File: src/rtl/core/lsu_pkg.sv
// Shared constants, state encoding and types for the load/store unit.
package lsu_pkg;

    localparam int MEM_BYTES = 65536;
    localparam int AW        = $clog2(MEM_BYTES);

    localparam logic [3:0] BYTES_WIDE   = 4'd8;
    localparam logic [3:0] BYTES_NARROW = 4'd4;

    typedef enum logic [3:0] {
        S_CLEAR,
        S_IDLE,
        S_BASE,
        S_INDEX,
        S_ADDR,
        S_CHECK,
        S_LD,
        S_LDWB,
        S_ST,
        S_DONE
    } t_state;

    typedef struct packed {
        logic        en;
        logic [4:0]  addr;
        logic [63:0] data;
    } t_rf_wr;

endpackage

File: src/rtl/core/lsu_regfile.sv
// 32 x 64 register file, one registered read port, one write port, valid bits for reset.
module lsu_regfile (
    input  logic                 i_clk,
    input  logic                 i_rst_n,
    input  logic [4:0]           i_raddr,
    input  lsu_pkg::t_rf_wr      i_wr,
    output logic [63:0]          o_rdata
);

    logic [63:0] mem [32];
    logic [31:0] r_valid;
    logic [63:0] r_rdata;
    logic        r_rvalid;

    always_ff @(posedge i_clk) begin
        if (!i_rst_n) begin
            r_valid <= '0;
        end else if (i_wr.en) begin
            r_valid[i_wr.addr] <= 1'b1;
        end
    end

    always_ff @(posedge i_clk) begin
        if (i_wr.en) begin
            mem[i_wr.addr] <= i_wr.data;
        end
        r_rdata  <= mem[i_raddr];
        r_rvalid <= r_valid[i_raddr];
    end

    // never-written entries read as zero
    assign o_rdata = r_rvalid ? r_rdata : 64'd0;

endmodule

File: config.mk
export PLATFORM = sky130hd
export DESIGN_NAME = lsu_regfile
export DESIGN_NICKNAME = d
export VERILOG_FILES = /design/src/rtl/core/lsu_pkg.sv /design/src/rtl/core/lsu_regfile.sv
export SDC_FILE = /design/constraint.sdc
export NUM_CORES = 2
export LEC_CHECK = 0
export BUFFER_PORTS_ARGS = -buffer_cell sky130_fd_sc_hd__buf_2
export CAP_MARGIN = 10
export CORE_MARGIN = 2
export CORE_UTILIZATION = 60
export CTS_BUF_LIST = sky130_fd_sc_hd__clkbuf_2
export DETAILED_ROUTE_END_ITERATION = 10
export PLACE_DENSITY = 0.84
export SYNTH_ARGS = -nofsm -noshare
export SYNTH_HDL_FRONTEND = slang
export SYNTH_SLANG_ARGS = --single-unit
File: constraint.sdc
create_clock -name i_clk -period 7 [get_ports i_clk]
set_input_delay 0.7 -clock i_clk [delete_from_list [all_inputs] [get_ports i_clk]]
set_output_delay 0.7 -clock i_clk [all_outputs]
set_load 0.01 [all_outputs]
# After elaboration in Yosys (flattened, before gate mapping)
# Memory sizes are Yosys's and may differ from the RTL's. A register that Yosys moved wholly into a read port is not among the register bits.
# Cells that the tools add are included.
# totals
mem_bits_rw	2048
regBits	33
input_bits	77
output_inout_bits	64
wordCells	15
n_memories	1
# mem_list
memory	words	word_bits	read_ports	rd_clocked_by_memory_dff	write_ports	line	rtl
mem	32	64	1	1	1	lsu_regfile.sv:10	logic [63:0] mem [32];
# classes
n_lt_le_gt_ge	3
n_bitwise	1
n_reduce_logical	1
mux	7
# ops
cell	n
64-bit two-way mux	1
32-bit bitwise OR	1
5-bit by 6-bit < comparator with 1-bit output (second input constant)	2
1-bit binary-select mux with 5-bit select	1
1-bit demux with 5-bit select	1
5-bit by 1-bit >= comparator with 1-bit output (second input constant)	1
1-bit two-way mux	4
1-bit logical AND	1

# Logic depth before layout (Yosys ltp)
# depth
word_depth	5
mapped_depth	10
ltp_nobuf	4

# Worst setup path before layout
# OpenSTA, ideal clock, no wires.
# synth_path
path_type	input port to flip-flop
from	input i_wr[64] in the netlist's numbering
to	memory mem[12][0], enable pin
setup_time_ns	0.488
required_time_ns	6.512
setup_slack_ns	2.445
stages	3
t_arrival_ns	4.067
path_cell_list	or3b_2 -> clkbuf_1 -> nor2_1
# synth_rtl
element	line	rtl
from (decl)	lsu_regfile.sv:6	input lsu_pkg::t_rf_wr i_wr,
to (decl)	lsu_regfile.sv:10	
# Straight into the memory's write port.

# Final worst setup path
# layout_path
from	register r_rvalid
to	output o_rdata[0]
# layout_between
elab_chain_cells	1
# layout_lines
element	line	rtl
from (decl)	lsu_regfile.sv:13	logic r_rvalid;
from (signal assigned)	lsu_regfile.sv:28	r_rvalid <= r_valid[i_raddr];
64-bit two-way mux	lsu_regfile.sv:32	assign o_rdata = r_rvalid ? r_rdata : 64'd0;
to (decl)	lsu_regfile.sv:7	output logic [63:0] o_rdata
# Every way passes these cells.

==> impl_metrics.toml <==
[flow_run]
cap_viol_max_count = 0

[floorplan]
die_h_um = 370
fp-row-count = 134
pin_count = 141
die_x_um = 370
initial_core_util_pct = 60.4
dieArea_um2 = 137000
core_area_um2 = 133000

[sta]
slew_headroom_pct = 9.36
final_max_slew_viol_count = 0
period_share_pct = 60.8
fin_crit_ns = 4.26
fin_tns_setup_ns = 0
fmaxAchievable_ghz = 0.235
setup_ws_ns = 2.74
rsz0062_at_grt = "no"
skew_ns = 0.111
worst_pin_slew_ns = 1.36
hold_slack_ns = 0.239
finalHoldViolCount = 0
finalSetupViolations = 0

[clock_network]
cts_tree = "built"
root_buffer = "clkbuf_2"
cts_buffer_depth = 4
cts_htree_levels = 5
clock-sinks = 2145
clk_latency_ns = 1.84
clkTransAtPathRegs_ns = 0.13
cts_inserted_buffers = 490

[global_route]
grt_usage_pct = 30.2
grt_max_degree = 123
grt_pass1_wl_um = 289000
grt_pass1_vias = 41473
gr-total-overflow = 0
antenna_found_initial = 13

[cells_and_area]
fin_nets = 4025
final_util_pct = 67.4
drive_above_1_share_pct = 39.4
fin_cells = 6127
syn_to_final_growth_pct = 11.6
fill_cells = 7658
multiInputGateArea_um2 = 16500
seq_area_um2 = 63400

[detailed_routing]
first_pass_iters = 5
vias = 40349
drcViolationCount = 0
ant_nets = 0
drt_iter0_markers = 6686
avgViaCountPerCell = 6.59
wl_per_cell_um = 33.2
wl_um = 203000

[worst_setup_path]
end_kind = "output port"
cp_slowest_stage_delay_ns = 1.09
critical_path.cell_chain = "and2_1 -> buf_2"
start_kind = "flop"
crit_slowest_cell = "dfxtp_4"
arrival_ns = 3.56
worstPathMaxFanout = 64
crit_type = "flop to output port"
r2r_slack_ns = 4.25
cp.required_ns = 6.30

[placed_design]
dp_slack_ns = 3.27
io_buffers = 140
gp_congestion = 0.737
dpl.cell_count = 5069
post-dp-hpwl_um = 95200

[synthesis]
yosysWarningCount = 0
ys_types = 29
syn-instance-count = 3263
synth_edf_count = 2048
ys_seq_elements = 2145
ys_seq_area_share_pct = 78.7
synth_area_um2 = 80600
ys.flop_type = "edfxtp_1"
async_flop_share_pct = 0
syn-num-nets = 3340
avgSynthCellArea_um2 = 24.7

[power]
power.density_nw_per_um2 = 262
ir_drop_v = 0.000218
power.leakage_nw = 29.4

[worst_hold_path]
hold_class = "input pin to flop"

[outcome]
status = "finished clean"
==> layout by cell type (no fill, tap or decap), types with 32 or more instances in the layout <==
cell           synthesis  final
edfxtp_1            2048   2048
clkbuf_2               0    741
mux4_2               612    612
dlygate4sd3_1          0    154
buf_2                 51    135
clkinv_1               0    110
dfxtp_1               97     96
mux2_2                74     74
and2_1                64     64
buf_4                 28     47
o21a_1                38     38
nor2_4                 0     32
==> flip-flops by register name, indices dropped and copies added, names as in the netlist <==
register,count
mem,2048
r_rvalid,1
r_valid,32
r_rdata,64
==> critical path, delay by kind of cell (launching register included) <==
kind          cells  cell delay, ns
buf+inv           1            0.19
flops             1            1.09
simple gates      1            0.39
==> synthesized netlist by cell type (all sizes together), types with 2 or more instances <==
| master | count | area share [%] |
|---|---|---|
| edfxtp | 2048 | 76 |
| mux4 | 612 | 17 |
| buf | 98 | 0.68 |
| dfxtp | 97 | 2.4 |
| mux2 | 74 | 1.0 |
| clkbuf | 73 | 0.34 |
| and2 | 65 | 0.50 |
| o21a | 38 | 0.35 |
| nor2 | 34 | 0.16 |
| mux2i | 31 | 0.39 |
| nand2 | 25 | 0.12 |
| o22ai | 21 | 0.16 |
| a221oi | 11 | 0.12 |
| o21ai | 8 | 0.050 |
| a22oi | 5 | 0.047 |
| nand3b | 5 | 0.047 |
| o211ai | 5 | 0.047 |
| or3b | 3 | 0.033 |
| nand2b | 2 | 0.016 |
| nand3 | 2 | 0.012 |
| nor2b | 2 | 0.016 |
==> per-stage QoR <==
stage	instance area (µm²)	power, mW
global route	89900	24.4
finish	89900	23.6
detailed placement	83700	15.7
CTS	89900	23.6
floorplan	80600	15.3
global placement	83700	15.7
==> layer usage <==
| metal | vias up | track usage (%) | wire length [µm] |
|---|---|---|---|
| li1 | 15797 | - | - |
| met1 | 20409 | 39.9 | 67600 |
| met2 | 3591 | 47.1 | 98700 |
| met3 | 540 | 10.5 | 29600 |
| met4 | 12 | 11.6 | 7220 |
| met5 | - | 0 | 71 |
==> what timing repair did <==
| action | in CTS | in global routing |
|---|---|---|
| resized for setup | 0 | 0 |
| setup buffers | 0 | 0 |
| hold buffers | 155 | 0 |
| hold endpoints to repair | 3194 | 0 |
| endpoints found under the setup margin | 0 | 0 |
==> cells by family after synthesis <==
family | after synthesis | share of synthesized area [%]
and+or+nand+nor | 140 | 0.918
AOI/OAI and AO/OA | 89 | 0.786
muxes | 717 | 18.5
buffers and inverters | 172 | 1.02
DFF | 2145 | 78.7
==> final cells by class <==
cell class              count  area share (%)
repair buffers            364            3.45
clock inverters           147           0.941
flip-flops and latches   2145            70.6
well taps                1768            2.46
clock buffers             741            4.13
diodes                     15          0.0418
inverters                   1         0.00418
multi-input cells         946            18.4
==> path summary, 6_finish.rpt <==
| kind | startpoint | cells past startpoint | endpoint |
|---|---|---|---|
| worst min-delay path | i_raddr[4] | 4 | r_rdata[50]$_DFF_P_ |
| worst max register to register | mem[31][58]$_DFFE_PP_ | 6 | r_rdata[58]$_DFF_P_ |
| worst min register to register | r_valid[12]$_SDFFE_PN0P_ | 1 | r_valid[12]$_SDFFE_PN0P_ |
| worst max-delay path | r_rvalid$_DFF_P_ | 2 | o_rdata[0] |
==> report_power, final <==
group	switching, mW	total (mW)	leakage (nW)	internal [mW]
registers	0.0809	14.3	19.3	14.2
clock network	4.84	8.02	3.50	3.18
logic	0.685	1.24	6.63	0.555
No activity file was read; power rests on OpenSTA's default activity.
